### config.mk
export PLATFORM = sky130hd
export DESIGN_NAME = qbst_queue
export DESIGN_NICKNAME = d
export VERILOG_FILES = /design/src/rtl/qbst_pkg.sv /design/src/rtl/qbst_queue.sv
export VERILOG_INCLUDE_DIRS = /design/src /design/src/rtl
export SDC_FILE = /design/constraint.sdc
export NUM_CORES = 1
export LEC_CHECK = 0
export BUFFER_PORTS_ARGS = -buffer_cell sky130_fd_sc_hd__buf_2
export CORE_MARGIN = 10
export CORE_UTILIZATION = 59
export CTS_BUF_LIST = sky130_fd_sc_hd__clkbuf_8
export CTS_CLUSTER_SIZE = 20
export DETAILED_ROUTE_END_ITERATION = 8
export GPL_TIMING_DRIVEN = 0
export PLACE_DENSITY = 0.82
export SKIP_LAST_GASP = 1
export SLEW_MARGIN = 20
export SYNTH_ARGS = -nofsm -noshare
export SYNTH_HDL_FRONTEND = slang
export SYNTH_SLANG_ARGS = --single-unit
### constraint.sdc
create_clock -name clk_i -period 4.55 [get_ports clk_i]
set_input_delay 0.2275 -clock clk_i [delete_from_list [all_inputs] [get_ports clk_i]]
set_output_delay 0.2275 -clock clk_i [all_outputs]
set_load 0.01 [all_outputs]
### src/rtl/quad_bezier_stroke_tessellator_assert.svh
// Assertion macros shared by the tessellator modules.
// Each module that uses them has clk_i and rst_ni in scope.
`ifndef QUAD_BEZIER_STROKE_TESSELLATOR_ASSERT_SVH
`define QUAD_BEZIER_STROKE_TESSELLATOR_ASSERT_SVH

// Property checked every cycle out of reset.
`define QBST_ASSERT(lbl, prop, msg) \
  lbl: assert property (@(posedge clk_i) disable iff (!rst_ni) (prop)) else $error(msg);

// Condition in one cycle implies another in the next.
`define QBST_ASSERT_NEXT(lbl, pre, post, msg) \
  lbl: assert property (@(posedge clk_i) disable iff (!rst_ni) (pre) |=> (post)) \
    else $error(msg);

`endif

### src/rtl/qbst_pkg.sv
package qbst_pkg;

  // Curve subdivision count.
  localparam int unsigned SEGMENTS = 24;
  localparam int unsigned IDX_W    = $clog2(SEGMENTS + 1);
  // Remainder accumulator of the t step: holds values below 2*SEGMENTS.
  localparam int unsigned REM_W    = $clog2(2 * SEGMENTS);

  localparam logic [16:0] T_ONE = 17'h10000;

  // Reciprocal of SEGMENTS for the t step split.
  localparam int unsigned RECIP_SH = 22;
  localparam int unsigned RECIP    = (1 << RECIP_SH) / SEGMENTS;
  localparam int unsigned PROD_W   = 17 + RECIP_SH + 1;

  // Offset magnitude never exceeds (w+1)/2, so 12 quotient bits.
  localparam int unsigned OFS_W  = 12;
  localparam int unsigned DCNT_W = $clog2(OFS_W);

  localparam int unsigned QDEPTH = 4;
  localparam int unsigned QPTR_W = $clog2(QDEPTH);

  typedef struct packed {
    logic signed [15:0] start_x;
    logic signed [15:0] start_y;
    logic signed [15:0] ctrl_x;
    logic signed [15:0] ctrl_y;
    logic signed [15:0] end_x;
    logic signed [15:0] end_y;
    logic [11:0]        stroke_width;
    logic [16:0]        t_limit;
  } in_word_t;

  typedef struct packed {
    logic [4:0]         step_index;
    logic signed [15:0] left_x;
    logic signed [15:0] left_y;
    logic signed [15:0] right_x;
    logic signed [15:0] right_y;
    logic               zero_chord;
    logic               last;
  } out_word_t;

  // Classified segment: points, width and the t step as quotient/remainder.
  typedef struct packed {
    logic signed [15:0] sx;
    logic signed [15:0] sy;
    logic signed [15:0] cx;
    logic signed [15:0] cy;
    logic signed [15:0] ex;
    logic signed [15:0] ey;
    logic [11:0]        w;
    logic [16:0]        tq;
    logic [REM_W-1:0]   tr;
  } job_t;

  function automatic logic signed [15:0] sat16(input logic signed [17:0] v);
    logic signed [15:0] r;
    if (v > 18'sd32767) begin
      r = 16'sh7fff;
    end else if (v < -18'sd32768) begin
      r = 16'sh8000;
    end else begin
      r = v[15:0];
    end
    return r;
  endfunction

endpackage

### src/rtl/qbst_queue.sv
`include "quad_bezier_stroke_tessellator_assert.svh"

module qbst_queue import qbst_pkg::*; (
  input  logic clk_i,
  input  logic rst_ni,
  input  job_t push_data_i,
  input  logic push_i,
  output logic full_o,
  output job_t head_o,
  output logic head_vld_o,
  input  logic pop_i
);

  localparam logic [QPTR_W:0] CNT_MAX = (QPTR_W + 1)'(QDEPTH);

  job_t              mem_q [QDEPTH];
  logic [QPTR_W-1:0] wr_q, wr_d, rd_q, rd_d;
  logic [QPTR_W:0]   cnt_q, cnt_d;

  assign full_o     = (cnt_q == CNT_MAX);
  assign head_vld_o = (cnt_q != '0);
  assign head_o     = mem_q[rd_q];

  always_comb begin
    wr_d  = push_i ? wr_q + 1'b1 : wr_q;
    rd_d  = pop_i ? rd_q + 1'b1 : rd_q;
    cnt_d = cnt_q + (QPTR_W + 1)'(push_i) - (QPTR_W + 1)'(pop_i);
  end

  always_ff @(posedge clk_i or negedge rst_ni) begin
    if (!rst_ni) begin
      wr_q  <= '0;
      rd_q  <= '0;
      cnt_q <= '0;
    end else begin
      wr_q  <= wr_d;
      rd_q  <= rd_d;
      cnt_q <= cnt_d;
    end
  end

  always_ff @(posedge clk_i) begin
    if (push_i) begin
      mem_q[wr_q] <= push_data_i;
    end
  end

  `QBST_ASSERT(a_push_room, push_i |-> cnt_q != CNT_MAX, "queue push while full")
  `QBST_ASSERT(a_pop_data, pop_i |-> cnt_q != '0, "queue pop while empty")
  `QBST_ASSERT(a_cnt_range, cnt_q <= CNT_MAX, "queue count out of range")

endmodule

**After elaboration in Yosys (flattened, before gate mapping)**

Memories as Yosys holds them, arrays and structs flattened.
Cells that the tools add are included.

- Flip-flop bits (word level): 7
- Latch bits: 0
- Bits in writable memories: 524
- ROM bits: 0
- Input port bits: 135
- Output and inout port bits: 133
- Memories kept: 1

- Add/subtract/negate cells: 4
- $mul: 0
- Divide/modulo/power cells: 0
- $lt $le $gt $ge: 0
- Equal/unequal tests: 1
- Shifts and indexed selects: 0
- Muxes and demuxes: 2
- Bitwise logic cells: 0
- Reductions and logical operators: 1

Memory list:

| name | words | bits a word | read ports | clocked after Yosys merged registers in | write ports | line | source |
|---|---|---|---|---|---|---|---|
| mem_q | 4 | 131 | 1 | 0 | 1 | qbst_queue.sv:16 | `job_t mem_q [QDEPTH];` |

Operators by type and width:

| operator | number |
|---|---|
| $add 2x1->2 const B | 2 |
| $add 3x1->3 | 1 |
| $eq 3x3->1 const B | 1 |
| $reduce_bool 3->1 | 1 |
| $sub 3x1->3 | 1 |
| $mux 1 | 2 |

**Longest topological paths before layout**

- Depth in word-level cells: 2
- Depth in mapped cells: 7

**Worst setup path after synthesis**

No wires, ideal clock.

- Path type: reg2reg
- From: register wr_q[0]
- To: memory mem_q[0][0] (netlist bit) (enable)
- Setup time: 0.505 ns
- Arrival: 3.626 ns
- Data required time: 4.045 ns
- Path slack: 0.419 ns
- Stages on the path, launching flop included: 4
- Period minus slack after synthesis: 4.131 ns
- Cells stage by stage: dfrtp_1 > inv_1 > ha_1 > and2_1

RTL lines:

| what | line | source |
|---|---|---|
| start: declaration | qbst_queue.sv:17 | `logic [QPTR_W-1:0] wr_q, wr_d, rd_q, rd_d;` |
| start signal: assignment | qbst_queue.sv:36 | `wr_q <= wr_d;` |
| end: declaration | qbst_queue.sv:16 |  |

No word-level cell before the write port.

==> summary.log <==
qor: sta.tightestPinTransition 0.8363 ns
qor: setup_path.regToRegStartpoint wr_q[0]$_DFFE_PN0P_
qor: yosys.synthTopCellsByCount edfxtp_1, mux4_2, buf_2
qor: clocking.cts_inserted_buffers 82
qor: yosys.postSynthRegisterBits 531
qor: layout.fraction_of_final_layout_cells_sized_beyond_drive_strength_1 41.93%
qor: route.drt_iter0_drc 887
qor: yosys.synth_enable_flop_cells 524
qor: power_and_ir_drop.peak_supply_drop 0.4257 mV
qor: route.route.detailed.drc 0
qor: floorplanning.die-width 200.8 um
qor: sta.hold_viol_final 0
qor: sta.setup_violations 0
qor: floorplanning.die-height 200.8 um
qor: layout.final_area 24230 um^2
qor: setup_path.worstSetupEndpoint head_o[118]
qor: global_route.grt_overflow_total 0
qor: yosys.yosysSeqAreaShare 82.54%
qor: sta.fmax 0.3794 GHz
qor: sta.grt_setup_unrepaired no
qor: sta.final.setup_skew 0.01767 ns
qor: route.detail-route-antenna-nets 0
qor: sta.slew-limit-headroom 44.25%
qor: power_and_ir_drop.total_leakage_power 8.547 nW
qor: clocking.number_of_clock_sinks 531
qor: yosys.most_numerous_cell_in_the_yosys_netlist edfxtp_1
qor: placement.placement.io_buffers 267
qor: clocking.cts-root-buf clkbuf_8
qor: placement.gp_congestion 0.6939
qor: global_route.vias_in_the_first_global_route 10510
qor: clocking.clock_tree_from_tritoncts yes
qor: yosys.yosys.cell_types.count 17
qor: sta.setup_total_negative_slack 0 ns
qor: yosys.synth_warnings 0
qor: yosys.syn-num-nets 861
qor: setup_path.worstSetupPathType reg2out
qor: clocking.holdBufCountCts 135
qor: yosys.synth_largest_type_area_fraction 81.63%
qor: layout.areaGrowthSynthToFinish 25.71%
qor: setup_path.rr_worst_depth 6
qor: setup_path.register_to_register_path_setup_slack 2.23 ns
qor: clocking.cts.repair_timing.setup_buffer_count 0
qor: setup_path.crit_path_start_kind flop
qor: setup_path.end_kind output port
qor: floorplanning.floorplan.die_area 40300 um^2
qor: route.finalWirelength 44400 um
qor: layout.fill_cells 1752
qor: route.detail_route.vias_per_cell 5.676
qor: sta.finalMaxSlewViolations 0
qor: job.maxCapViolCount 0
qor: clocking.cts_max_path_buffers 3
qor: setup_path.maximum_fanout_count_along_the_critical_path 10
qor: yosys.syn_avg_cell_area 26.81 um^2
qor: global_route.grt_antenna_before_repair 2
qor: setup_path.cp_startpoint rd_q[1]$_DFFE_PN0P_
qor: sta.finalWorstPathRequiredPeriod 2.636 ns
qor: yosys.yosys_most_used_dff edfxtp_1
qor: route.num_vias 9769
qor: clocking.cts_resized 0
qor: outcome.status finished clean
qor: clocking.clock_latency 0.62 ns
qor: route.drt_pre_antenna_iters 5
qor: floorplanning.initial_utilization 59.55%
qor: clocking.worst_setup_hold_path_clk_slew 0.06 ns
qor: global_route.grt_max_degree 49
qor: power_and_ir_drop.power.total 14.93 mW
qor: floorplanning.design.core.area 32370 um^2
qor: yosys.yosys-top-cells-area edfxtp_1, mux4_2, dfrtp_1
qor: sta.period_share 57.93%
qor: global_route.grt.total_usage 22.18%
qor: yosys.netlist_area 19280 um^2
qor: yosys.syn-instance-count 719
qor: global_route.grt_first_pass_wirelength 67210 um
qor: setup_path.regToRegEndpoint mem_q[0][96]$_DFFE_PP_
qor: floorplanning.boundaryPins 268
qor: placement.detailed_place.area 21410 um^2
qor: yosys.synthArstFlopShare 1.318%
qor: clocking.htreeDepth 3
qor: route.drt-wirelength-per-cell 25.80 um
qor: floorplanning.number_of_rows_created_at_floorplan 66
qor: layout.nets 1356
qor: yosys.synth_largest_area_cell edfxtp_1
qor: power_and_ir_drop.power_density 616.0 nW/um^2
qor: placement.post-dp-hpwl 25270 um
qor: setup_path.crit_arrival 2.41 ns
qor: worst_hold_path.hold_path_class in2reg
qor: setup_path.required_time_worst_endpoint 4.32 ns
-- worst min path at each step --
stage	startpoint	endpoint	slack (ns)	cells past startpoint
after floorplan	rst_ni	cnt_q[0]$_DFF_PN0_	-0.07	0
after global placement	rst_ni	cnt_q[0]$_DFF_PN0_	0.07	1
after detailed placement	rst_ni	cnt_q[0]$_DFF_PN0_	0.08	1
after CTS	push_data_i[28]	mem_q[1][28]$_DFFE_PP_	0.31	2
after global routing	push_data_i[54]	mem_q[0][54]$_DFFE_PP_	0.33	2
final	push_data_i[29]	mem_q[1][29]$_DFFE_PP_	0.37	2
-- worst max-delay path: stages, from the launching register on --
cell and delay [ns]:
dfrtp_1 0.31, buf_2 0.20, buf_2 0.37, buf_2 0.37, mux4_2 0.38, buf_2 0.16
-- report_power, final --
| part | switching (mW) | internal [mW] | total (mW) |
|---|---|---|---|
| combinational | 2.59 | 2.12 | 4.72 |
| clock | 1.79 | 1.81 | 3.60 |
| sequential | 0.222 | 6.39 | 6.62 |
-- placed cells by master (no fill, tap or decap), types with 3 or more instances in the layout --
cell           Yosys  routed
xnor2_1            3       3
ha_1               6       6
inv_1              6      34
dfrtp_1            7       7
buf_6              9       9
edfxtp_1         524     524
buf_2             16     283
clkbuf_8           0      86
and2_4             0       4
clkinv_2           0       6
clkinv_1           0      20
diode_2            0       3
dlygate4sd3_1      0     135
inv_6              0       3
buf_16             0       7
mux4_2           131     131
clkbuf_1           4       4
-- per-stage QoR --
step	instances	util (%)	hold slack (ns)	worst slack [ns]
after floorplan	719	-	-0.06809	0.4192
after global placement	1428	65.38	0.07126	-1.799
after detailed placement	1437	66.13	0.07704	2.241
after CTS	1718	74.83	0.3103	1.821
after global routing	1719	74.84	0.3281	1.778
final	1721	74.86	0.3667	1.914
-- cell type report --
cell class | instances | area [um^2] | share of cell area, %
timing repair buffer | 411 | 2920 | 12.05
inverter | 6 | 22.52 | 0.09294
antenna | 3 | 7.507 | 0.03098
buffer | 30 | 203.9 | 0.8416
tap | 442 | 553.0 | 2.282
clock buffer | 86 | 1184 | 4.885
sequential | 531 | 15910 | 65.66
clock inverter | 60 | 281.5 | 1.162
multi-input combinational | 152 | 3149 | 13.00
-- routing by layer --
| layer | track usage, % | vias up | wire [um] |
|---|---|---|---|
| met5 | 0 | - | 0 |
| met4 | 5.978 | 0 | 803 |
| met3 | 6.794 | 64 | 3822 |
| met2 | 36.51 | 494 | 23040 |
| met1 | 28.41 | 5083 | 16730 |
| li1 | - | 4128 | - |
-- flip-flops by register name, summed over array words and instances, names as in the netlist --
register,flops
wr_q,2
rd_q,2
mem_q,524
cnt_q,3
-- logic make-up after synthesis --
logic type                 count (synthesis)  synth area share [%]
AOI/OAI and AO/OA                          1               0.02594
buffers and inverters                     36                 1.175
adders and majority gates                  7                0.4933
xor gates and xnor gates                   5                0.2272
muxes                                    131                 15.31
DFF                                      531                 82.54
and+or+nand+nor                            8                0.2337
Power figures use the tool's default switching activity.
