`config.mk`:
```
export PLATFORM = sky130hd
export DESIGN_NAME = qbst_front
export DESIGN_NICKNAME = d
export VERILOG_FILES = /design/src/rtl/quad_bezier_stroke_tessellator_assert.svh /design/src/rtl/qbst_pkg.sv /design/src/rtl/qbst_front.sv
export SDC_FILE = /design/constraint.sdc
export NUM_CORES = 1
export LEC_CHECK = 0
export ABC_AREA = 1
export BUFFER_PORTS_ARGS = -buffer_cell sky130_fd_sc_hd__buf_2
export CAP_MARGIN = 20
export CORE_ASPECT_RATIO = 0.75
export CORE_MARGIN = 4
export CORE_UTILIZATION = 40
export CTS_BUF_LIST = sky130_fd_sc_hd__clkbuf_8
export DETAILED_ROUTE_END_ITERATION = 7
export PLACE_DENSITY_LB_ADDON = 0.25
export SETUP_SLACK_MARGIN = 0.05
export SLEW_MARGIN = 20
export SYNTH_ARGS = -nofsm -noshare
export SYNTH_HDL_FRONTEND = slang
export SYNTH_SLANG_ARGS = --single-unit
```
`constraint.sdc`:
```
create_clock -name clk_i -period 12.15 [get_ports clk_i]
set_input_delay 1.215 -clock clk_i [delete_from_list [all_inputs] [get_ports clk_i]]
set_output_delay 1.215 -clock clk_i [all_outputs]
set_load 0.01 [all_outputs]
```
`src/rtl/quad_bezier_stroke_tessellator_assert.svh`:
```
// Assertion macros shared by the tessellator modules.
// Each module that uses them has clk_i and rst_ni in scope.
`ifndef QUAD_BEZIER_STROKE_TESSELLATOR_ASSERT_SVH
`define QUAD_BEZIER_STROKE_TESSELLATOR_ASSERT_SVH

// Property checked every cycle out of reset.
`define QBST_ASSERT(lbl, prop, msg) \
  lbl: assert property (@(posedge clk_i) disable iff (!rst_ni) (prop)) else $error(msg);

// Condition in one cycle implies another in the next.
`define QBST_ASSERT_NEXT(lbl, pre, post, msg) \
  lbl: assert property (@(posedge clk_i) disable iff (!rst_ni) (pre) |=> (post)) \
    else $error(msg);

`endif

```
`src/rtl/qbst_pkg.sv`:
```
package qbst_pkg;

  // Curve subdivision count.
  localparam int unsigned SEGMENTS = 24;
  localparam int unsigned IDX_W    = $clog2(SEGMENTS + 1);
  // Remainder accumulator of the t step: holds values below 2*SEGMENTS.
  localparam int unsigned REM_W    = $clog2(2 * SEGMENTS);

  localparam logic [16:0] T_ONE = 17'h10000;

  // Reciprocal of SEGMENTS for the t step split.
  localparam int unsigned RECIP_SH = 22;
  localparam int unsigned RECIP    = (1 << RECIP_SH) / SEGMENTS;
  localparam int unsigned PROD_W   = 17 + RECIP_SH + 1;

  // Offset magnitude never exceeds (w+1)/2, so 12 quotient bits.
  localparam int unsigned OFS_W  = 12;
  localparam int unsigned DCNT_W = $clog2(OFS_W);

  localparam int unsigned QDEPTH = 4;
  localparam int unsigned QPTR_W = $clog2(QDEPTH);

  typedef struct packed {
    logic signed [15:0] start_x;
    logic signed [15:0] start_y;
    logic signed [15:0] ctrl_x;
    logic signed [15:0] ctrl_y;
    logic signed [15:0] end_x;
    logic signed [15:0] end_y;
    logic [11:0]        stroke_width;
    logic [16:0]        t_limit;
  } in_word_t;

  typedef struct packed {
    logic [4:0]         step_index;
    logic signed [15:0] left_x;
    logic signed [15:0] left_y;
    logic signed [15:0] right_x;
    logic signed [15:0] right_y;
    logic               zero_chord;
    logic               last;
  } out_word_t;

  // Classified segment: points, width and the t step as quotient/remainder.
  typedef struct packed {
    logic signed [15:0] sx;
    logic signed [15:0] sy;
    logic signed [15:0] cx;
    logic signed [15:0] cy;
    logic signed [15:0] ex;
    logic signed [15:0] ey;
    logic [11:0]        w;
    logic [16:0]        tq;
    logic [REM_W-1:0]   tr;
  } job_t;

  function automatic logic signed [15:0] sat16(input logic signed [17:0] v);
    logic signed [15:0] r;
    if (v > 18'sd32767) begin
      r = 16'sh7fff;
    end else if (v < -18'sd32768) begin
      r = 16'sh8000;
    end else begin
      r = v[15:0];
    end
    return r;
  endfunction

endpackage

```
`src/rtl/qbst_front.sv`:
```
module qbst_front import qbst_pkg::*; (
  input  logic     clk_i,
  input  logic     rst_ni,
  input  in_word_t in_data_i,
  input  logic     in_valid_i,
  output logic     in_stall_o,
  output job_t     job_o,
  output logic     job_push_o,
  input  logic     job_full_i
);

  logic              s1_vld_q, s1_vld_d;
  in_word_t          s1_q;
  logic [16:0]       s1_t_q;
  logic [PROD_W-1:0] s1_prod_q;
  logic              s2_vld_q, s2_vld_d;
  job_t              s2_q, s2_d;

  logic              s1_free, s2_free, accept;
  logic [16:0]       t_cl;
  logic [16:0]       q0;
  logic [17:0]       r0;

  assign s2_free    = !s2_vld_q || !job_full_i;
  assign s1_free    = !s1_vld_q || s2_free;
  assign in_stall_o = !s1_free;
  assign accept     = in_valid_i && s1_free;
  assign job_push_o = s2_vld_q && !job_full_i;
  assign job_o      = s2_q;

  assign t_cl = (in_data_i.t_limit > T_ONE) ? T_ONE : in_data_i.t_limit;

  // t step = T / SEGMENTS by reciprocal, then one correction.
  always_comb begin
    q0   = s1_prod_q[RECIP_SH +: 17];
    r0   = {1'b0, s1_t_q} - 18'(18'(q0) * 18'(SEGMENTS));
    s2_d = s2_q;
    s2_d.sx = s1_q.start_x;
    s2_d.sy = s1_q.start_y;
    s2_d.cx = s1_q.ctrl_x;
    s2_d.cy = s1_q.ctrl_y;
    s2_d.ex = s1_q.end_x;
    s2_d.ey = s1_q.end_y;
    s2_d.w  = s1_q.stroke_width;
    if (r0 >= 18'(SEGMENTS)) begin
      s2_d.tq = q0 + 17'd1;
      s2_d.tr = REM_W'(r0 - 18'(SEGMENTS));
    end else begin
      s2_d.tq = q0;
      s2_d.tr = REM_W'(r0);
    end
  end

  always_comb begin
    s1_vld_d = s1_free ? (accept && (in_data_i.t_limit != '0)) : s1_vld_q;
    s2_vld_d = s2_free ? s1_vld_q : s2_vld_q;
  end

  always_ff @(posedge clk_i or negedge rst_ni) begin
    if (!rst_ni) begin
      s1_vld_q <= 1'b0;
      s2_vld_q <= 1'b0;
    end else begin
      s1_vld_q <= s1_vld_d;
      s2_vld_q <= s2_vld_d;
    end
  end

  always_ff @(posedge clk_i) begin
    if (s1_free) begin
      s1_q      <= in_data_i;
      s1_t_q    <= t_cl;
      s1_prod_q <= PROD_W'(PROD_W'(t_cl) * PROD_W'(RECIP));
    end
    if (s2_free) begin
      s2_q <= s2_d;
    end
  end

endmodule

```
# Word-level counts from Yosys, hierarchy flattened
# Cells that the tools add are included.
[classes]
eq_ne = 0
n_reduce_logical = 10
mul = 2
n_mux = 2
shift = 0
magnitude_cmp = 2
addsub = 3
bitwise = 0
n_div = 0
[op_table]
columns = ["cell", "count"]
rows = [
  ["$mul 17x17->34 const B", 1],
  ["$mux 19", 1],
  ["$ge 18x5->1 const B", 1],
  ["$sub 17x18->18", 1],
  ["$gt 17x17->1 const B", 1],
  ["$mux 17", 1],
  ["$reduce_bool 17->1", 1],
  ["$mul 13x2->15 const B", 1],
  ["$add 13x1->14 const B", 1],
  ["$sub 6x5->6 const B", 1],
  ["$logic_not 1->1", 4],
  ["$logic_and 1x1->1", 3],
  ["$logic_or 1x1->1", 2],
]
[totals]
latch_bits = 0
memories = 0
wordCells = 40
out_inout_bits = 133
reg_bits = 289
ram_bits = 0
romBits = 0
input_bits = 129

# Logic depth before layout (Yosys ltp)
# Gate-level depths: netlist of the first run.
[logic_depth]
word_depth = 5
mapped_depth = 33
ltp_nobuf = 32

# Worst setup path before layout of the first run
# OpenSTA, ideal clock, no wires.
[synth_path]
path_type = "in2reg"
from = "input job_full_i"
to = "register s1_prod_q[22] (enable)"
cell_stages = 3
n_path_buf = 0
path_slack_ns = 4.435
setup_time_ns = 0.491
required_ns = 11.659
arrival_time_ns = 7.225
path_cell_list = "nand2_1 -> nor2_1 -> inv_1"
[synth_via]
elab_chain_len = 3
[synth_rtl]
columns = ["element", "line_no", "text"]
rows = [
  ["from (decl)", "qbst_front.sv:9", "input logic job_full_i"],
  ["$logic_not 1->1", "qbst_front.sv:24", "assign s2_free = !s2_vld_q || !job_full_i;"],
  ["$logic_or 1x1->1", "qbst_front.sv:24", ""],
  ["$logic_or 1x1->1", "qbst_front.sv:25", "assign s1_free = !s1_vld_q || s2_free;"],
  ["to (signal assigned)", "qbst_front.sv:73", "s1_prod_q <= PROD_W'(PROD_W'(t_cl) * PROD_W'(RECIP));"],
  ["to (decl)", "qbst_front.sv:15", "logic [PROD_W-1:0] s1_prod_q;"],
]
# No other way between the ends.
# A chain may end at the register's enable or synchronous reset.

# Final worst setup path of the first run
[layout_path]
from = "input in_data_i[2] (netlist name)"
to = "register s1_prod_q[33] (data pin)"
[layout_via]
elab_chain_len = 3
[layout_rtl]
columns = ["element", "line_no", "text"]
rows = [
  ["from (decl)", "qbst_front.sv:4", "input in_word_t in_data_i,"],
  ["$gt 17x17->1", "qbst_front.sv:31", "assign t_cl = (in_data_i.t_limit > T_ONE) ? T_ONE : in_data_i.t_limit;"],
  ["$mux 17", "qbst_front.sv:31", ""],
  ["named net t_cl[3]", "qbst_front.sv:20", "logic [16:0] t_cl;"],
  ["$mul 17x17->34", "qbst_front.sv:73", ""],
]
# The timed path passes the listed nets, and every way through them passes these cells.

==> results of run 1 <==
## through the flow
step	hold WS, ps	std cells	cell area, um^2
finish	402.7	2152	18140
floorplan	400.3	1309	15470
CTS	394.1	2150	18140
global placement	400.1	2073	17380
detailed placement	404.5	2073	17380
global route	398.3	2151	18140
## per-layer routing
layer | routed length [um] | part of all wire
met5 | 0 | 0
met4 | 728 | 0.020
met3 | 2441 | 0.068
met2 | 15860 | 0.44
met1 | 17010 | 0.47
## cell usage after synthesis, drive strengths merged
cell type,n
inv,288
edfxtp,266
nand2,173
ha,160
fa,88
nor2,80
a21oi,65
o21ai,38
nand3,35
xor2,29
nand4,20
nor3,14
xnor2,11
buf,8
a21o,4
nor4,3
o21bai,3
a211oi,2
a31oi,2
dfrtp,2
nand3b,2
o211ai,2
o31ai,2
or2,2
a21boi,1
a221oi,1
a31o,1
clkbuf,1
conb,1
nor3b,1
o2111ai,1
o21a,1
## power by group
group	total, uW	switching [uW]	internal (uW)
clock network	689	342	347
registers	1240	61.5	1180
logic	2200	1440	757
## registers in the layout (all words and copies together), names as in the netlist
register,cells
s1_t_q,17
job_o,128
s1_prod_q,13
s2_vld_q,1
s1_q,108
s1_vld_q,1
## cell families after synthesis
family	share of synthesized area
xor gates and xnor gates	0.02266
AOI/OAI and AO/OA	0.04458
and+or+nand+nor	0.09572
buffers and inverters	0.07363
adders and majority gates	0.2434
DFF	0.5198
other	0.0002425
## how the worst min path moves through the flow
stage,from,endpoint,slack (ps),depth (start not counted)
2_1_floorplan,s1_t_q[0],job_o[0],400,0
3_3_place_gp,s1_q[26],job_o[32],400,0
3_5_place_dp,s1_q[104],job_o[110],400,0
4_1_cts,rst_ni,s1_vld_q,390,1
5_1_grt,rst_ni,s2_vld_q,400,1
6_report,s1_q[58],job_o[64],400,0
## final cells by class
| cell class | count | share of cell area |
|---|---|---|
| antenna | 2 | 0.0002759 |
| clock buffer | 42 | 0.03186 |
| clock inverter | 35 | 0.009862 |
| inverter | 288 | 0.05986 |
| multi-input combinational | 744 | 0.3474 |
| sequential | 268 | 0.4430 |
| tap | 512 | 0.03531 |
| timing repair buffer | 261 | 0.07241 |
==> results_dict.tcl, run 1 <==
set metrics [dict create \
    tritoncts_buffers 42 \
    most_common_library_cell_in_the_layout_ignoring_fill_and_taps "sky130_fd_sc_hd__inv_1" \
    clock_path_buffers 3 \
    final_layout_size_suffix_gt1_frac 0.2082 \
    syn-mean-instance-area_um2 11.83 \
    timing.reg2reg.worst_path_depth 19 \
    timing.setup.tns_ps 0 \
    vias_in_the_first_global_route 10177 \
    area.sequential_mm2 0.008038 \
    synth.area.top_cells "sky130_fd_sc_hd__edfxtp_1 52%, sky130_fd_sc_hd__ha_1 13%, sky130_fd_sc_hd__fa_1 11%, sky130_fd_sc_hd__inv_1 6.9%, sky130_fd_sc_hd__nand2_1 4.1%" \
    hold_path_class "reg -> reg" \
    filler_cell_count 3466 \
    busiest_layer "met2" \
    wl_per_instance_um 16.74 \
    grt.total_usage 0.1703 \
    worst_path_max_fanout 11 \
    cp_num_buf_inv 8 \
    dr_vias 10088 \
    postRouteWirelength_um 36030 \
    avgViaCountPerCell 4.688 \
    worst_path_largest_cell_delay_ps 560 \
    post_cts_resize_count 0 \
    leading_cell_types_in_the_layout_fill_and_taps_excluded "301 x sky130_fd_sc_hd__inv_1, 266 x sky130_fd_sc_hd__edfxtp_1, 258 x sky130_fd_sc_hd__buf_2" \
    finalNetCount 1982 \
    clk-insertion-delay-late_ps 550 \
    floorplan.io_pins 262 \
    crit_start "in_data_i[2]" \
    status "completed" \
    worst_path_max_delay_cell "sky130_fd_sc_hd__fa_1" \
    first_pass_grt_wire_length_um 56350 \
    clock_sinks 268 \
    postLayoutCoreUtil 0.4744 \
    global_route.usage.met2 0.2605 \
    netlist_area_mm2 0.01546 \
    gpl.final_weighted_congestion 0.9222 \
    rr_startpoint "s1_prod_q[22]" \
    dr.pass1.iters 5 \
    clk_root_buffer_cell "sky130_fd_sc_hd__clkbuf_8" \
    critical_path_class "in -> reg" \
    fp.dieH_um 178.3 \
    holdBufCountCts 0 \
    yosys_warnings 0 \
    core_area_mm2 0.03824 \
    total_half_perimeter_wirelength_after_legalization_and_detailed_placement_um 28980 \
    floorplan.initialDensity 0.4043 \
    reg2reg_setup_slack_ps 7470 \
    timing.critical_path.depth 32 \
    clkSlewWorstSetupHoldPaths_ps 60 \
    grt-ovfl-total 0 \
    critPathTopFamily "adder cells" \
    cts.htree.levels 2 \
    syn2layout_area_growth_pct 17.32 \
    fin_crit_ps 7083 \
    slew_viol_final 0 \
    die-width_um 235.0 \
    post-synth-top-area-cell "sky130_fd_sc_hd__edfxtp_1" \
    grt_setup_unrepaired "false" \
    largest_net_degree_at_the_start_of_global_routing 76 \
    cp_data_arrival_time_ps 7380 \
    die_area_mm2 0.04190 \
    post-route-period-util 0.5830 \
    fin_ws_ps 5067 \
    grt.met1_usage 0.2467 \
    maxCapViolations 0 \
    setup_failing_eps_final 0 \
    power.leakage_uw 0.008626 \
    tightest_slew_ps 894.2 \
    global_route.usage.met3 0.03926 \
    multiInputGateArea_mm2 0.006302 \
    clock_tree_from_tritoncts "yes" \
    cp.required_ps 12450 \
    port_buffer_count 258 \
    post_cts_buffers 0 \
    drt_first_iter_violations 772 \
    report.power.total_uw 4127 \
    final-hold-violation-count 0 \
    crit_path_end_kind "flop" \
    detail_route.drc_violations 0 \
    yosysTopAreaCellShare 0.5165 \
    placement.setup.worst_slack_ps 4589 \
    finClkSkew_ps 23.53 \
    slew_headroom 0.4039 \
    maximum_vdd_drop_uv 144.5 \
    synth_seq_area_share 0.5198 \
    initial_antenna_violation_count 1 \
    ant_nets 0 \
    ys_types 46 \
    r2r_end "job_o[5]" \
    post_synth_inst_count 1307 \
    fmaxAchievable_ghz 0.1412 \
    synth-seq-cells 268 \
    start_kind "input pin" \
    row_count 62 \
    pwr_density_cell_mw_per_mm2 227.5 \
    crit_end "s1_prod_q[33]" \
]
No activity file was read; power rests on OpenSTA's default activity.
==> run 2: changes to the inputs <==
==> constraint.sdc (replaced) <==
create_clock -name clk_i -period 5.86 [get_ports clk_i]
set_input_delay 0.586 -clock clk_i [delete_from_list [all_inputs] [get_ports clk_i]]
set_output_delay 0.586 -clock clk_i [all_outputs]
set_load 0.01 [all_outputs]
==> run 2 against run 1 <==
  * Die area unchanged
  * Combinational power up 140%
  * First-iteration DRC count down 24%
  * Cell count increased by 7.1%
  * Clock skew up 12 ps
  * Critical path type unchanged
  * Highest routed layer unchanged
==> results_dict.tcl, run 2 (synthesized netlist as in run 1, its figures left out) <==
set metrics [dict create \
    holdWs_ps 187.5 \
    slew_viol_final 0 \
    detail_route.drc_violations 0 \
    finalNetCount 2140 \
    port_buffer_count 258 \
    comb_power_share 0.573 \
    postRouteWirelength_um 37740 \
    rr_startpoint "s1_prod_q[22]" \
    clock_path_buffers 3 \
    p_clk_frac 0.150 \
    cp.required_ps 6160 \
    post-route-period-util 0.9575 \
    worst_path_largest_cell_delay_ps 550 \
    start_kind "input pin" \
    initial_antenna_violation_count 0 \
    avgViaCountPerCell 4.599 \
    total_half_perimeter_wirelength_after_legalization_and_detailed_placement_um 31160 \
    worst_path_max_fanout 9 \
    final_area_mm2 0.01960 \
    hold_path_depth 1 \
    dr_vias 10600 \
    hold_path_class "in -> reg" \
    worst_path_max_delay_cell "sky130_fd_sc_hd__fa_1" \
    core_area_mm2 0.03824 \
    crit_start "in_data_i[14]" \
    critical_path_class "in -> reg" \
    reg2reg_setup_slack_ps 940 \
    total_switching_power_uw 4062 \
    critPathTopFamily "adder cells" \
    cp_data_arrival_time_ps 5910 \
    floorplan.io_pins 262 \
    fp.dieH_um 178.3 \
    switching_share 0.4361 \
    pwr_density_cell_mw_per_mm2 475.3 \
    finClkSkew_ps 35.05 \
    wl_per_instance_um 16.37 \
    gpl.final_weighted_congestion 0.8960 \
    die-width_um 235.0 \
    hold_path.startpoint "in_data_i[24]" \
    setup_failing_eps_final 0 \
    final_layout_size_suffix_gt1_frac 0.3107 \
    final-hold-violation-count 0 \
    vias_in_the_first_global_route 10637 \
    power.sequential.fraction 0.276 \
    floorplan.initialDensity 0.4043 \
    first_pass_grt_wire_length_um 58250 \
    most_common_library_cell_in_the_layout_ignoring_fill_and_taps "sky130_fd_sc_hd__inv_1" \
    maximum_vdd_drop_uv 242.6 \
    clk_root_buffer_cell "sky130_fd_sc_hd__clkbuf_8" \
    fin_crit_ps 5611 \
    maxCapViolations 0 \
    grt_setup_unrepaired "true" \
    grt-ovfl-total 0 \
    min_to "s1_q[24]" \
    tritoncts_buffers 42 \
    antenna_cells 0 \
    cp_num_buf_inv 6 \
    power.leakage_uw 0.009378 \
    r2r_end "job_o[18]" \
    row_count 62 \
    timing.critical_path.depth 29 \
    fmaxAchievable_ghz 0.1782 \
    clk-insertion-delay-late_ps 560 \
    largest_net_degree_at_the_start_of_global_routing 82 \
    p_int_uw 5253 \
    cts.htree.levels 2 \
    placed_area_mm2 0.01862 \
    drt_first_iter_violations 586 \
    clock_tree_from_tritoncts "yes" \
    syn2layout_area_growth_pct 26.74 \
    die_area_mm2 0.04190 \
    dr.pass1.iters 5 \
    tightest_slew_ps 873.0 \
    slew_headroom 0.4180 \
    timing.reg2reg.worst_path_depth 19 \
    status "completed" \
    largest_register_ffs 128 \
    clkSlewWorstSetupHoldPaths_ps 70 \
    crit_path_end_kind "flop" \
    leading_cell_types_in_the_layout_fill_and_taps_excluded "287 x sky130_fd_sc_hd__inv_1, 266 x sky130_fd_sc_hd__edfxtp_1, 258 x sky130_fd_sc_hd__buf_2" \
    ant_nets 0 \
    clock_sinks 268 \
    grt.total_usage 0.1773 \
]
## run 2: cell types whose count changed in the layout (fill, tap and decap cells not counted), sizes merged
cell	change
bufinv	-1
clkinvlp	+3
buf	+157
diode	-2
dlygate4sd3	+1
clkinv	+2
inv	-7
## run 2: worst max-delay path by stage
stage / to / slack [ps]
floorplan: s1_prod_q[33] / 50
global placement: s1_prod_q[29] / -560
detailed placement: s1_prod_q[34] / -580
CTS: s1_prod_q[33] / 70
global route: s1_prod_q[33] / 20
finish: s1_prod_q[29] / 250
## run 2: layer usage
layer / wire [um] / up-vias / track usage / part of all wire
met5: 0 / - / 0 / 0
met4: 678 / 0 / 0.03911 / 0.018
met3: 3217 / 44 / 0.04946 / 0.085
met2: 16280 / 298 / 0.2669 / 0.43
met1: 17560 / 5001 / 0.2578 / 0.47
li1: - / 5257 / - / -
## run 2: through the flow
| stage | worst slack [ps] | cells | util | setup TNS, ps | power, uW |
|---|---|---|---|---|---|
| 6_report | 249.2 | 2305 | 0.5125 | 0 | 9315 |
| 5_1_grt | 20.28 | 2305 | 0.5125 | 0 | 10190 |
| 4_1_cts | 74.71 | 2297 | 0.5070 | 0 | 9266 |
| 3_5_place_dp | -584.7 | 2222 | 0.4868 | -5984 | 7793 |
| 3_3_place_gp | -559.0 | 2222 | 0.4868 | -5747 | 7733 |
| 2_1_floorplan | 54.80 | 1309 | - | 0 | 5979 |
## run 2: what timing repair did
item / 4_1_cts / 5_1_grt
hold buffers: 1 / 0
endpoints found under the hold margin: 2 / 0
endpoints found under the setup margin: 4 / 12
pin swaps: 0 / 27
buffers inserted: 0 / 8
gates resized for setup: 5 / 41
## run 2: cell type report
class | count | area (um^2)
Clock buffer | 42 | 578.1
Clock inverter | 32 | 167.7
Fill cell | 3421 | 18650
Inverter | 288 | 1092
Multi-Input combinational cell | 744 | 6573
Sequential cell | 268 | 8038
Tap cell | 512 | 640.6
Timing Repair Buffer | 419 | 2510
## run 2: power by group through the flow
stage               clock network, uW  logic [uW]  registers (uW)
finish                           1400        5340            2580
detailed placement                  0        5180            2620
global route                     1550        6040            2600
floorplan                           0        3340            2640
global placement                    0        5130            2610
CTS                              1460        5230            2580
==> run 3: changes to the inputs <==
--- a/config.mk
+++ b/config.mk
@@ -11,7 +11,7 @@
 export CORE_ASPECT_RATIO = 0.75
 export CORE_MARGIN = 4
 export CORE_UTILIZATION = 40
-export CTS_BUF_LIST = sky130_fd_sc_hd__clkbuf_8
+export CTS_BUF_LIST = sky130_fd_sc_hd__clkbuf_16
 export DETAILED_ROUTE_END_ITERATION = 7
 export PLACE_DENSITY_LB_ADDON = 0.25
 export SETUP_SLACK_MARGIN = 0.05
==> run 3 against run 2 <==
  * Wire length fell by 0.25%
  * Largest cell class unchanged
  * First-iteration DRC count rose by 12%
  * Combinational power rose by 0.7%
  * Fmax rose by 0.43%
  * Highest routed layer is now met5
  * Power rose by 2.0%
  * Sequential power barely moved
  * Cell count fell by 1.1%
  * Critical path depth fell by 1
  * Critical path type unchanged
  * Clock power rose by 11%
  * Register-to-register slack barely moved
  * Non-clock buffer count rose by 1
  * Cell area rose by 0.26%
==> results_dict.tcl, run 3 (synthesized netlist as in run 1, its figures left out) <==
set metrics [dict create \
    fin_ws_ps 273.2 \
    detail_route.drc_violations 0 \
    slew_headroom 0.4071 \
    hold_path.startpoint "in_data_i[103]" \
    critical_path_class "in -> reg" \
    hold_path_depth 1 \
    maxCapViolations 0 \
    crit_path_end_kind "flop" \
    cp.required_ps 6170 \
    cp_num_buf_inv 5 \
    leading_cell_types_in_the_layout_fill_and_taps_excluded "281 x sky130_fd_sc_hd__inv_1, 266 x sky130_fd_sc_hd__edfxtp_1, 258 x sky130_fd_sc_hd__buf_2" \
    comb_power_share 0.566 \
    report.power.total_uw 9499 \
    antenna_cells 0 \
    row_count 62 \
    filler_cell_count 3398 \
    pwr_density_cell_mw_per_mm2 483.4 \
    placement.setup.worst_slack_ps -584.7 \
    min_to "s1_q[103]" \
    grt.total_usage 0.1764 \
    floorplan.io_pins 262 \
    ant_nets 0 \
    p_int_uw 5442 \
    final_area_mm2 0.01965 \
    power.sequential.fraction 0.271 \
    finClkSkew_ps 15.04 \
    gpl.final_weighted_congestion 0.8960 \
    clock_path_buffers 3 \
    maximum_vdd_drop_uv 243.7 \
    largest_register_ffs 128 \
    finalNetCount 2125 \
    cts.htree.levels 1 \
    floorplan.initialDensity 0.4043 \
    tightest_slew_ps 889.3 \
    dr.pass1.iters 5 \
    setup_failing_eps_final 0 \
    multiInputGateArea_mm2 0.006573 \
    dr_vias 10555 \
    p_clk_frac 0.163 \
    power.leakage_uw 0.009383 \
    final-hold-violation-count 0 \
    fp.dieH_um 178.3 \
    status "completed" \
    dp_cells 2222 \
    critPathTopFamily "adder cells" \
    die_area_mm2 0.04190 \
    reg2reg_setup_slack_ps 950 \
    worst_path_max_fanout 9 \
    total_switching_power_uw 4057 \
    timing.reg2reg.worst_path_depth 19 \
    vias_in_the_first_global_route 10507 \
    wl_per_instance_um 16.52 \
    clk_root_buffer_cell "sky130_fd_sc_hd__clkbuf_16" \
    area.sequential_mm2 0.008038 \
    drt_first_iter_violations 659 \
    port_buffer_count 258 \
    clk-insertion-delay-late_ps 550 \
    most_common_library_cell_in_the_layout_ignoring_fill_and_taps "sky130_fd_sc_hd__inv_1" \
    instances_no_fill 2279 \
    grt_setup_unrepaired "true" \
    tritoncts_buffers 26 \
    rr_startpoint "s1_prod_q[22]" \
    clock_tree_from_tritoncts "yes" \
    hold_path_class "in -> reg" \
    placed_area_mm2 0.01862 \
    slew_viol_final 0 \
    final_layout_size_suffix_gt1_frac 0.3056 \
    syn2layout_area_growth_pct 27.07 \
    worst_path_largest_cell_delay_ps 550 \
    core_area_mm2 0.03824 \
    die-width_um 235.0 \
    clkSlewWorstSetupHoldPaths_ps 60 \
    initial_antenna_violation_count 1 \
    switching_share 0.4271 \
    r2r_end "job_o[8]" \
    avgViaCountPerCell 4.631 \
    post-route-period-util 0.9534 \
    grt-ovfl-total 0 \
    fmaxAchievable_ghz 0.1790 \
    cp_data_arrival_time_ps 5890 \
    largest_net_degree_at_the_start_of_global_routing 82 \
    worst_path_max_delay_cell "sky130_fd_sc_hd__fa_1" \
    postRouteWirelength_um 37640 \
    total_half_perimeter_wirelength_after_legalization_and_detailed_placement_um 31160 \
    first_pass_grt_wire_length_um 58070 \
    clock_sinks 268 \
    fin_crit_ps 5587 \
    start_kind "input pin" \
]
==> run 3: changes by cell type in the layout (fill, tap and decap cells not counted), sizes merged <==
cell and change:
buf +1, bufinv +1, clkbuf -16, clkinvlp -4
inv -8
==> run 3: worst max path at each step <==
stage                        startpoint             to  slack [ps]  cells after the start
after detailed placement  in_data_i[15]  s1_prod_q[34]        -580                     32
after floorplan            in_data_i[1]  s1_prod_q[33]          50                     27
final                     in_data_i[14]  s1_prod_q[33]         270                     28
after global placement    in_data_i[15]  s1_prod_q[29]        -560                     32
after global routing      in_data_i[14]  s1_prod_q[29]           7                     33
after CTS                 in_data_i[15]  s1_prod_q[33]          50                     33
==> run 3: through the flow <==
stage | TNS, ps | utilization | hold WS (ps)
after floorplan | 0 | - | 290.4
after global placement | -5747 | 0.4868 | 378.4
after detailed placement | -5984 | 0.4868 | 378.6
after CTS | 0 | 0.5081 | 183.2
after global routing | 0 | 0.5138 | 184.2
final | 0 | 0.5138 | 207.9
==> run 3: worst reg2reg max path: cells and delay by family, from the launching register on <==
| family | cells | cell delay [ps] |
|---|---|---|
| AOI/OAI and AO/OA | 6 | 1190 |
| xor gates and xnor gates | 2 | 550 |
| adders and majority gates | 3 | 1080 |
| buffers and inverters | 1 | 50 |
| DFF | 1 | 580 |
| and+or+nand+nor | 7 | 1240 |
==> run 3: repair_timing <==
action,CTS,global route
gates cloned,0,0
gates resized for setup,5,41
pin swaps,0,25
setup endpoints to repair,4,13
buffers inserted,0,9
hold endpoints to repair,2,0
hold buffers,1,0
==> run 3: power groups by stage <==
| stage | logic, uW | clock network [uW] | registers, uW |
|---|---|---|---|
| after floorplan | 3340 | 0 | 2640 |
| after global placement | 5130 | 0 | 2610 |
| after detailed placement | 5180 | 0 | 2620 |
| after CTS | 5230 | 1600 | 2580 |
| after global routing | 6070 | 1680 | 2600 |
| final | 5380 | 1550 | 2570 |
==> run 3: cell type report <==
class	count	share of cell area
timing repair buffer	420	0.1281
clock inverter	21	0.007068
clock buffer	26	0.03311
multi-input combinational	744	0.3345
inverter	288	0.05559
tap	512	0.03260
sequential	268	0.4090
==> run 3: layer usage <==
metal,track usage,wire length (um)
met1,0.2555,17580
met2,0.2686,16470
met3,0.05008,2963
met4,0.03346,613
met5,0,11
